[src/lrc_pkg.sv]
// ----------------------------------------------------------------------------
// line rasterizer package
// item codes, register map and reset constants
// ----------------------------------------------------------------------------
package lrc_pkg;

    typedef enum logic {
        FUNC_START = 1'b0,
        FUNC_STEP  = 1'b1
    } t_func;

    typedef enum logic [1:0] {
        REG_VIEW_X_MIN = 2'd0,
        REG_VIEW_X_MAX = 2'd1,
        REG_VIEW_Y_MIN = 2'd2,
        REG_VIEW_Y_MAX = 2'd3
    } t_reg_idx;

    localparam int APB_ADDR_BITS    = 4;
    localparam int APB_DATA_BITS    = 32;
    localparam int COLOR_BITS       = 24;
    localparam int VIEW_X_MIN_RESET = 0;
    localparam int VIEW_X_MAX_RESET = 640;
    localparam int VIEW_Y_MIN_RESET = 0;
    localparam int VIEW_Y_MAX_RESET = 480;

endpackage

[src/lrc_ifs.sv]
// ----------------------------------------------------------------------------
// line rasterizer channels
// valid/ready interfaces for the line item and pixel result channels
// ----------------------------------------------------------------------------
interface lrc_in_if #(
    parameter int COORD_BITS = 16
) ();
    logic                         valid;
    logic                         ready;
    logic                         func;
    logic signed [COORD_BITS-1:0] start_x;
    logic signed [COORD_BITS-1:0] start_y;
    logic signed [COORD_BITS-1:0] end_x;
    logic signed [COORD_BITS-1:0] end_y;
    logic                         crop_mode;
    logic [23:0]                  line_color;

    modport source (
        output valid, func, start_x, start_y, end_x, end_y, crop_mode, line_color,
        input  ready
    );
    modport sink (
        input  valid, func, start_x, start_y, end_x, end_y, crop_mode, line_color,
        output ready
    );
endinterface

interface lrc_out_if #(
    parameter int COORD_BITS = 16
) ();
    logic                         valid;
    logic                         ready;
    logic                         pixel_valid;
    logic signed [COORD_BITS-1:0] pixel_x;
    logic signed [COORD_BITS-1:0] pixel_y;
    logic [23:0]                  pixel_color;
    logic                         line_done;

    modport source (
        output valid, pixel_valid, pixel_x, pixel_y, pixel_color, line_done,
        input  ready
    );
    modport sink (
        input  valid, pixel_valid, pixel_x, pixel_y, pixel_color, line_done,
        output ready
    );
endinterface

[src/line_rasterizer_with_clip.sv]
// ----------------------------------------------------------------------------
// line rasterizer with viewport crop
// steps a line one pixel per beat with an exact floor/remainder minor axis
// ----------------------------------------------------------------------------
//  channel   dir  handshake        payload
//  i_line    in   valid/ready      func, endpoints, crop_mode, line_color
//  o_pixel   out  valid/ready      pixel_valid, pixel_x, pixel_y, pixel_color, line_done
//  apb       in   psel/penable     viewport bounds, 4-byte stride
//
//  one beat per cycle in unless a result is stalled, one result beat per item, registered
//  the minor-axis remainder add/compare is combinational
//  result reg decouples the sides; i_line.ready drops only in reset or while a result stalls
//  synchronous active-low reset clears the line state and the valid bit of the result register
// ----------------------------------------------------------------------------
module line_rasterizer_with_clip
    import lrc_pkg::*;
#(
    parameter int COORD_BITS = 16
) (
    input  logic                     i_clk,
    input  logic                     i_rst_n,
    lrc_in_if.sink                   i_line,
    lrc_out_if.source                o_pixel,
    input  logic                     psel,
    input  logic                     penable,
    input  logic                     pwrite,
    input  logic [APB_ADDR_BITS-1:0] paddr,
    input  logic [APB_DATA_BITS-1:0] pwdata,
    output logic [APB_DATA_BITS-1:0] prdata,
    output logic                     pready
);

    localparam int C = COORD_BITS;

    logic signed [C-1:0] w_vx_min, w_vx_max, w_vy_min, w_vy_max;

    lrc_cfg_regs #(.COORD_BITS(C)) u_cfg (
        .i_clk        (i_clk),
        .i_rst_n      (i_rst_n),
        .psel         (psel),
        .penable      (penable),
        .pwrite       (pwrite),
        .paddr        (paddr),
        .pwdata       (pwdata),
        .prdata       (prdata),
        .pready       (pready),
        .o_view_x_min (w_vx_min),
        .o_view_x_max (w_vx_max),
        .o_view_y_min (w_vy_min),
        .o_view_y_max (w_vy_max)
    );

    // line state
    logic                r_active, n_active;
    logic                r_steep, n_steep;
    logic                r_crop_on, n_crop_on;
    logic signed [C-1:0] r_major_pos, n_major_pos;
    logic signed [C-1:0] r_major_end, n_major_end;
    logic signed [C-1:0] r_minor_floor, n_minor_floor;
    logic [C-1:0]        r_minor_rem, n_minor_rem;
    logic [C-1:0]        r_major_span, n_major_span;
    logic signed [C:0]   r_minor_span, n_minor_span;
    logic [23:0]         r_color, n_color;

    // result register
    logic                r_out_valid, n_out_valid;
    logic                r_pix_valid, n_pix_valid;
    logic signed [C-1:0] r_pix_x, n_pix_x;
    logic signed [C-1:0] r_pix_y, n_pix_y;
    logic [23:0]         r_pix_color, n_pix_color;
    logic                r_line_done, n_line_done;

    logic accept;

    assign i_line.ready = i_rst_n && (!r_out_valid || o_pixel.ready);
    assign accept       = i_line.valid && i_line.ready;

    always_comb begin
        logic signed [C:0]   d_x, d_y, d_maj, d_min;
        logic [C-1:0]        abs_x, abs_y;
        logic                steep, swap;
        logic signed [C-1:0] m_a, m_b, n_a, n_b;
        logic signed [C-1:0] minor_now, px, py;
        logic                in_view, last;
        logic signed [C+1:0] rem_sum;

        // start path
        d_x   = $signed({i_line.end_x[C-1], i_line.end_x})
              - $signed({i_line.start_x[C-1], i_line.start_x});
        d_y   = $signed({i_line.end_y[C-1], i_line.end_y})
              - $signed({i_line.start_y[C-1], i_line.start_y});
        abs_x = d_x[C] ? C'(-d_x) : d_x[C-1:0];
        abs_y = d_y[C] ? C'(-d_y) : d_y[C-1:0];
        steep = abs_x < abs_y;
        d_maj = steep ? d_y : d_x;
        d_min = steep ? d_x : d_y;
        swap  = d_maj[C];
        m_a   = steep ? i_line.start_y : i_line.start_x;
        m_b   = steep ? i_line.end_y   : i_line.end_x;
        n_a   = steep ? i_line.start_x : i_line.start_y;
        n_b   = steep ? i_line.end_x   : i_line.end_y;

        // step path
        minor_now = (r_minor_floor < 0 && r_minor_rem != '0) ? r_minor_floor + C'(1)
                                                             : r_minor_floor;
        px        = r_steep ? minor_now : r_major_pos;
        py        = r_steep ? r_major_pos : minor_now;
        in_view   = px > w_vx_min && px < w_vx_max && py > w_vy_min && py < w_vy_max;
        last      = r_major_pos >= r_major_end;
        rem_sum   = $signed({2'b00, r_minor_rem})
                  + $signed({r_minor_span[C], r_minor_span});

        n_active      = r_active;
        n_steep       = r_steep;
        n_crop_on     = r_crop_on;
        n_major_pos   = r_major_pos;
        n_major_end   = r_major_end;
        n_minor_floor = r_minor_floor;
        n_minor_rem   = r_minor_rem;
        n_major_span  = r_major_span;
        n_minor_span  = r_minor_span;
        n_color       = r_color;

        n_out_valid = r_out_valid;
        n_pix_valid = r_pix_valid;
        n_pix_x     = r_pix_x;
        n_pix_y     = r_pix_y;
        n_pix_color = r_pix_color;
        n_line_done = r_line_done;

        if (o_pixel.ready) begin
            n_out_valid = 1'b0;
        end

        if (accept) begin
            n_out_valid = 1'b1;
            n_pix_valid = 1'b0;
            n_pix_x     = '0;
            n_pix_y     = '0;
            n_pix_color = '0;
            n_line_done = 1'b0;
            if (i_line.func == FUNC_START) begin
                n_active      = 1'b1;
                n_steep       = steep;
                n_crop_on     = i_line.crop_mode;
                n_major_pos   = swap ? m_b : m_a;
                n_major_end   = swap ? m_a : m_b;
                n_minor_floor = swap ? n_b : n_a;
                n_minor_rem   = '0;
                n_major_span  = steep ? abs_y : abs_x;
                n_minor_span  = swap ? -d_min : d_min;
                n_color       = i_line.line_color;
            end else if (!r_active) begin
                n_line_done = 1'b1;
            end else begin
                n_pix_valid = !r_crop_on || in_view;
                n_pix_x     = px;
                n_pix_y     = py;
                n_pix_color = r_color;
                if (last) begin
                    n_line_done = 1'b1;
                    n_active    = 1'b0;
                end else begin
                    n_major_pos = r_major_pos + C'(1);
                    if (!r_minor_span[C]) begin
                        if (rem_sum >= $signed({2'b00, r_major_span})) begin
                            n_minor_rem   = C'(rem_sum - $signed({2'b00, r_major_span}));
                            n_minor_floor = r_minor_floor + C'(1);
                        end else begin
                            n_minor_rem = rem_sum[C-1:0];
                        end
                    end else begin
                        if (rem_sum[C+1]) begin
                            n_minor_rem   = C'(rem_sum + $signed({2'b00, r_major_span}));
                            n_minor_floor = r_minor_floor - C'(1);
                        end else begin
                            n_minor_rem = rem_sum[C-1:0];
                        end
                    end
                end
            end
        end
    end

    always_ff @(posedge i_clk) begin
        if (!i_rst_n) begin
            r_active      <= 1'b0;
            r_steep       <= 1'b0;
            r_crop_on     <= 1'b0;
            r_major_pos   <= '0;
            r_major_end   <= '0;
            r_minor_floor <= '0;
            r_minor_rem   <= '0;
            r_major_span  <= '0;
            r_minor_span  <= '0;
            r_color       <= '0;
            r_out_valid   <= 1'b0;
        end else begin
            r_active      <= n_active;
            r_steep       <= n_steep;
            r_crop_on     <= n_crop_on;
            r_major_pos   <= n_major_pos;
            r_major_end   <= n_major_end;
            r_minor_floor <= n_minor_floor;
            r_minor_rem   <= n_minor_rem;
            r_major_span  <= n_major_span;
            r_minor_span  <= n_minor_span;
            r_color       <= n_color;
            r_out_valid   <= n_out_valid;
        end
    end

    always_ff @(posedge i_clk) begin
        r_pix_valid <= n_pix_valid;
        r_pix_x     <= n_pix_x;
        r_pix_y     <= n_pix_y;
        r_pix_color <= n_pix_color;
        r_line_done <= n_line_done;
    end

    assign o_pixel.valid       = r_out_valid;
    assign o_pixel.pixel_valid = r_pix_valid;
    assign o_pixel.pixel_x     = r_pix_x;
    assign o_pixel.pixel_y     = r_pix_y;
    assign o_pixel.pixel_color = r_pix_color;
    assign o_pixel.line_done   = r_line_done;

endmodule

[src/lrc_cfg_regs.sv]
// ----------------------------------------------------------------------------
// line rasterizer viewport registers
// apb register file holding the four exclusive crop bounds
// ----------------------------------------------------------------------------
module lrc_cfg_regs
    import lrc_pkg::*;
#(
    parameter int COORD_BITS = 16
) (
    input  logic                         i_clk,
    input  logic                         i_rst_n,
    input  logic                         psel,
    input  logic                         penable,
    input  logic                         pwrite,
    input  logic [APB_ADDR_BITS-1:0]     paddr,
    input  logic [APB_DATA_BITS-1:0]     pwdata,
    output logic [APB_DATA_BITS-1:0]     prdata,
    output logic                         pready,
    output logic signed [COORD_BITS-1:0] o_view_x_min,
    output logic signed [COORD_BITS-1:0] o_view_x_max,
    output logic signed [COORD_BITS-1:0] o_view_y_min,
    output logic signed [COORD_BITS-1:0] o_view_y_max
);

    logic signed [COORD_BITS-1:0] r_x_min, r_x_max, r_y_min, r_y_max;
    logic signed [COORD_BITS-1:0] w_data;
    logic                         w_wr;
    t_reg_idx                     w_idx;

    assign pready = 1'b1;
    assign w_wr   = psel && penable && pwrite;
    assign w_idx  = t_reg_idx'(paddr[3:2]);
    assign w_data = pwdata[COORD_BITS-1:0];

    always_ff @(posedge i_clk) begin
        if (!i_rst_n) begin
            r_x_min <= COORD_BITS'(VIEW_X_MIN_RESET);
            r_x_max <= COORD_BITS'(VIEW_X_MAX_RESET);
            r_y_min <= COORD_BITS'(VIEW_Y_MIN_RESET);
            r_y_max <= COORD_BITS'(VIEW_Y_MAX_RESET);
        end else if (w_wr) begin
            unique case (w_idx)
                REG_VIEW_X_MIN: r_x_min <= w_data;
                REG_VIEW_X_MAX: r_x_max <= w_data;
                REG_VIEW_Y_MIN: r_y_min <= w_data;
                REG_VIEW_Y_MAX: r_y_max <= w_data;
                default:        r_x_min <= r_x_min;
            endcase
        end
    end

    always_comb begin
        unique case (w_idx)
            REG_VIEW_X_MIN: prdata = APB_DATA_BITS'(r_x_min);
            REG_VIEW_X_MAX: prdata = APB_DATA_BITS'(r_x_max);
            REG_VIEW_Y_MIN: prdata = APB_DATA_BITS'(r_y_min);
            REG_VIEW_Y_MAX: prdata = APB_DATA_BITS'(r_y_max);
            default:        prdata = '0;
        endcase
    end

    assign o_view_x_min = r_x_min;
    assign o_view_x_max = r_x_max;
    assign o_view_y_min = r_y_min;
    assign o_view_y_max = r_y_max;

endmodule

[src/flat_wrapper.sv]
// flat-port wrapper written by rule: the top's interface ports become plain ports
module line_rasterizer_with_clip_flat import lrc_pkg::*;
#(
    parameter int COORD_BITS = 16
)
  (i_clk, i_rst_n, psel, penable, pwrite, paddr, pwdata, prdata, pready, i_line_valid, i_line_func, i_line_start_x, i_line_start_y, i_line_end_x, i_line_end_y, i_line_crop_mode, i_line_line_color, i_line_ready, o_pixel_valid, o_pixel_pixel_valid, o_pixel_pixel_x, o_pixel_pixel_y, o_pixel_pixel_color, o_pixel_line_done, o_pixel_ready);
  lrc_in_if #(.COORD_BITS(COORD_BITS)) i_line_i ();
  lrc_out_if #(.COORD_BITS(COORD_BITS)) o_pixel_i ();
  input  logic i_clk;
  input  logic i_rst_n;
  input  logic psel;
  input  logic penable;
  input  logic pwrite;
  input  logic [APB_ADDR_BITS-1:0] paddr;
  input  logic [APB_DATA_BITS-1:0] pwdata;
  output logic [APB_DATA_BITS-1:0] prdata;
  output logic pready;
  input wire logic [$bits(i_line_i.valid)-1:0] i_line_valid;
  input wire logic [$bits(i_line_i.func)-1:0] i_line_func;
  input wire logic [$bits(i_line_i.start_x)-1:0] i_line_start_x;
  input wire logic [$bits(i_line_i.start_y)-1:0] i_line_start_y;
  input wire logic [$bits(i_line_i.end_x)-1:0] i_line_end_x;
  input wire logic [$bits(i_line_i.end_y)-1:0] i_line_end_y;
  input wire logic [$bits(i_line_i.crop_mode)-1:0] i_line_crop_mode;
  input wire logic [$bits(i_line_i.line_color)-1:0] i_line_line_color;
  output wire logic [$bits(i_line_i.ready)-1:0] i_line_ready;
  output wire logic [$bits(o_pixel_i.valid)-1:0] o_pixel_valid;
  output wire logic [$bits(o_pixel_i.pixel_valid)-1:0] o_pixel_pixel_valid;
  output wire logic [$bits(o_pixel_i.pixel_x)-1:0] o_pixel_pixel_x;
  output wire logic [$bits(o_pixel_i.pixel_y)-1:0] o_pixel_pixel_y;
  output wire logic [$bits(o_pixel_i.pixel_color)-1:0] o_pixel_pixel_color;
  output wire logic [$bits(o_pixel_i.line_done)-1:0] o_pixel_line_done;
  input wire logic [$bits(o_pixel_i.ready)-1:0] o_pixel_ready;
  assign i_line_i.valid = i_line_valid;
  assign i_line_i.func = i_line_func;
  assign i_line_i.start_x = i_line_start_x;
  assign i_line_i.start_y = i_line_start_y;
  assign i_line_i.end_x = i_line_end_x;
  assign i_line_i.end_y = i_line_end_y;
  assign i_line_i.crop_mode = i_line_crop_mode;
  assign i_line_i.line_color = i_line_line_color;
  assign i_line_ready = i_line_i.ready;
  assign o_pixel_valid = o_pixel_i.valid;
  assign o_pixel_pixel_valid = o_pixel_i.pixel_valid;
  assign o_pixel_pixel_x = o_pixel_i.pixel_x;
  assign o_pixel_pixel_y = o_pixel_i.pixel_y;
  assign o_pixel_pixel_color = o_pixel_i.pixel_color;
  assign o_pixel_line_done = o_pixel_i.line_done;
  assign o_pixel_i.ready = o_pixel_ready;
  line_rasterizer_with_clip #(.COORD_BITS(COORD_BITS)) u_core (.i_clk(i_clk), .i_rst_n(i_rst_n), .i_line(i_line_i), .o_pixel(o_pixel_i), .psel(psel), .penable(penable), .pwrite(pwrite), .paddr(paddr), .pwdata(pwdata), .prdata(prdata), .pready(pready));
endmodule
[config.mk]
export PLATFORM = sky130hd
export DESIGN_NAME = line_rasterizer_with_clip_flat
export DESIGN_NICKNAME = d
export VERILOG_FILES = /design/src/lrc_pkg.sv /design/src/lrc_ifs.sv /design/src/line_rasterizer_with_clip.sv /design/src/lrc_cfg_regs.sv /design/src/flat_wrapper.sv
export SDC_FILE = /design/constraint.sdc
export NUM_CORES = 1
export LEC_CHECK = 0
export ABC_CLOCK_PERIOD_IN_PS = 10500
export BUFFER_PORTS_ARGS = -buffer_cell sky130_fd_sc_hd__buf_2
export CORE_MARGIN = 4
export CORE_UTILIZATION = 45
export CTS_CLUSTER_SIZE = 8
export DETAILED_ROUTE_END_ITERATION = 16
export PLACE_DENSITY = 0.65
export SYNTH_ARGS = -nofsm -noshare
export SYNTH_HDL_FRONTEND = slang
export SYNTH_SLANG_ARGS = --single-unit
[constraint.sdc]
create_clock -name i_clk -period 10.5 [get_ports i_clk]
set_input_delay 0 -clock i_clk [delete_from_list [all_inputs] [get_ports i_clk]]
set_output_delay 0 -clock i_clk [all_outputs]
set_load 0.01 [all_outputs]
==> metrics <==
CTS tree built; Starting Density 45.8%; Root Buffer clkbuf_16; DRT Pass-1 Iters 6; placed insts 3253; nets 3134; unrepaired setup endpoints after global routing false; syn_area_per_cell 7.83 sq um; synthesized area 0.0203 sq mm; htree depth 2; most instantiated library cell after synthesis nand2_1; Tmin final 8.64 ns; Reg2Reg Setup Slack 4.18 ns; Die Span Y 221 microns; Congestion Overflow GR 0; Fill cells 4174; Hold WC Path Type in2reg; drt wl/cell 21.0 microns; Worst Tran Pin Value 1.23 ns; # IOs 226; first-pass GRT wire length 110000 microns; Post-synth top cells 416 x nand2_1, 224 x a21oi_1, 189 x dfxtp_1; final antenna-violating net count 0; top cell type by total area after synthesis dfxtp_1; TritonCTS buffer count 37; CTS Hold Buffers Added 118; antenna violations before repair 2; Via density 5.96; Hold Fails Final Rpt 0; largest net degree at the start of global routing 97; Fin Clk Skew 0.0360 ns; DRC viols 0; share of layout cells above drive strength 1 12.9%; Tcrit/Tclk final 82.3%; area grow syn2layout 17.5%; Top Metal Used met4; max capacitance violation total 0; PostCTS Resize Cnt 0; Yosys cell types 93; via count 20430; # rows 77; Non-Filler Instances 3430; synth top area cells dfxtp_1 19%, ha_1 11%, edfxtp_1 8.6%; ys flop type dfxtp_1; Hold Slack 0.0312 ns; static leakage 10.0 nW; Max-slew headroom 17.9%; met2 routed WL 31000 microns; run status finished clean; synthesis warning total 0; Met3 Wirelength 6010 microns; Total Neg Setup Slack 0 ns; WP data required 10.94 ns; register area share after synthesis 27.2%; Skew-Pair Late Insertion Delay 0.56 ns; post-synth top area share 18.6%; # Post-CTS Setup Buffers 0; max-slew violations 0; maximum vdd ir drop 0.000305 V; syn nets 2915; Routed WL 72000 microns; vias in the first global route 19317; EDFF count, synth 58; final core occ 53.8%; WL met1 32500 microns; core footprint 0.0444 sq mm; worst setup path class in2reg; gp weighted congestion 0.948; CTS max path bufs 3; initial DRC count 1969; Worst setup SP type input port; # setup viols final 0; die extent in x 221 microns; maximum fanout along the worst path 54; CP arrival 9.08 ns; PD cells 216 mW/mm^2; synthesized netlist cell count 2599; Setup crit end kind register; all-layer global routing usage 28.5%; IO Port Bufs 206; die area 0.0487 sq mm; asr flop ratio synth 0%; Post-Place Worst Slack 2.80 ns; Post-DP HPWL 53300 microns; clock tree sinks 247; Achievable Freq 116 MHz; #FFs+latches synth 247; Worst-path clk slew 0.05 ns; post-route setup slack 1.86 ns
layout by cell type (no fill, tap or decap), types with 31 or more instances in the layout:
master | netlist | routed
nor2b_1 | 40 | 40
o211ai_1 | 54 | 54
ha_1 | 178 | 178
o21ai_0 | 97 | 96
dlygate4sd3_1 | 0 | 118
nand4_1 | 31 | 31
clkbuf_16 | 0 | 38
xor2_1 | 34 | 34
nand3_1 | 62 | 62
inv_1 | 182 | 180
edfxtp_1 | 58 | 58
nand2_1 | 416 | 415
dfxtp_1 | 189 | 189
a21oi_1 | 224 | 224
mux2i_1 | 62 | 62
a21o_1 | 35 | 35
nor2_1 | 145 | 143
buf_2 | 12 | 206
mux2_2 | 34 | 34
xnor2_1 | 67 | 67
o31ai_1 | 31 | 31
and3_1 | 91 | 91
nor3_1 | 41 | 40
cell families after synthesis:
kind of cell | count (synthesis) | synth area share [%]
compound gates | 655 | 21.2
buf+inv | 351 | 6.94
other cells | 1 | 0.0184
mux | 112 | 6.70
xor+xnor | 102 | 4.43
simple gates | 948 | 22.1
flops | 247 | 27.2
fa+ha+maj | 183 | 11.4
flip-flops by register name, indices dropped and copies added (netlist names), 16 cells and up:
name and count:
u_core.o_pixel.pixel_color 24, u_core.r_color 24, u_core.r_minor_span 17, u_core.o_pixel.pixel_x 16
u_core.o_pixel.pixel_y 16, u_core.r_major_end 16, u_core.r_major_pos 16, u_core.r_major_span 16
u_core.r_minor_floor 16, u_core.r_minor_rem 16, u_core.u_cfg.o_view_x_max 16, u_core.u_cfg.o_view_x_min 16
u_core.u_cfg.o_view_y_max 16, u_core.u_cfg.o_view_y_min 16
per-stage QoR:
stage | power (mW) | cell area [sq um]
3_5_place_dp | 3.84 | 21700
3_3_place_gp | 3.81 | 21700
6_report | 5.17 | 23900
4_1_cts | 5.13 | 23900
5_1_grt | 5.50 | 23900
2_1_floorplan | 3.15 | 20300
final timing paths:
kind	start	endpoint	cells after the start
max	i_line_start_y[0]	u_core.r_minor_floor[3]	28
min	i_line_end_x[13]	u_core.r_major_pos[13]	4
max reg2reg	u_core.r_minor_rem[0]	u_core.r_minor_floor[6]	19
min reg2reg	u_core.r_color[2]	u_core.r_color[2]	2
critical path, stage by stage:
cell and delay (ns):
dlygate4sd3_1 0.55, buf_2 0.15, ha_1 0.23, fa_1 0.41, and2b_1 0.25, o31a_1 0.29, a21oi_1 0.23, a2111oi_4 0.42
or3b_4 0.46, or3_1 0.35, or4b_4 0.56, nor3b_1 0.18, nor2_1 0.14, ha_1 0.26, a21o_1 0.16, a21o_1 0.16
a21oi_1 0.16, o21a_1 0.24, o21a_4 0.58, a311oi_1 0.09, buf_4 0.22, nor2_4 0.91, buf_12 0.33, mux2i_1 0.25
dlygate4sd3_1 0.57, nand2_1 0.05, a32o_1 0.28, dlygate4sd3_1 0.54
where the power goes:
part / total (mW) / switching [mW] / internal, mW
logic: 2.87 / 1.69 / 1.18
registers: 1.17 / 0.110 / 1.06
clock network: 1.12 / 0.448 / 0.677
total: 5.17 / 2.25 / 2.91
metal layers:
layer / global-route usage (%) / vias up
li1: - / 9733
met1: 40.4 / 9639
met2: 44.7 / 913
met3: 3.71 / 145
met4: 10.1 / 0
met5: 0 / -
area by class of cell:
type / instances / area, sq um / area share, %
Sequential cell: 247 / 5530 / 23.1
Inverter: 182 / 684 / 2.86
Clock inverter: 3 / 41.3 / 0.173
Clock buffer: 55 / 1030 / 4.33
Tap cell: 592 / 741 / 3.10
Multi-Input combinational cell: 2001 / 13500 / 56.3
Timing Repair Buffer: 349 / 2410 / 10.1
Antenna cell: 1 / 2.50 / 0.0105
Power figures use the tool's default switching activity.
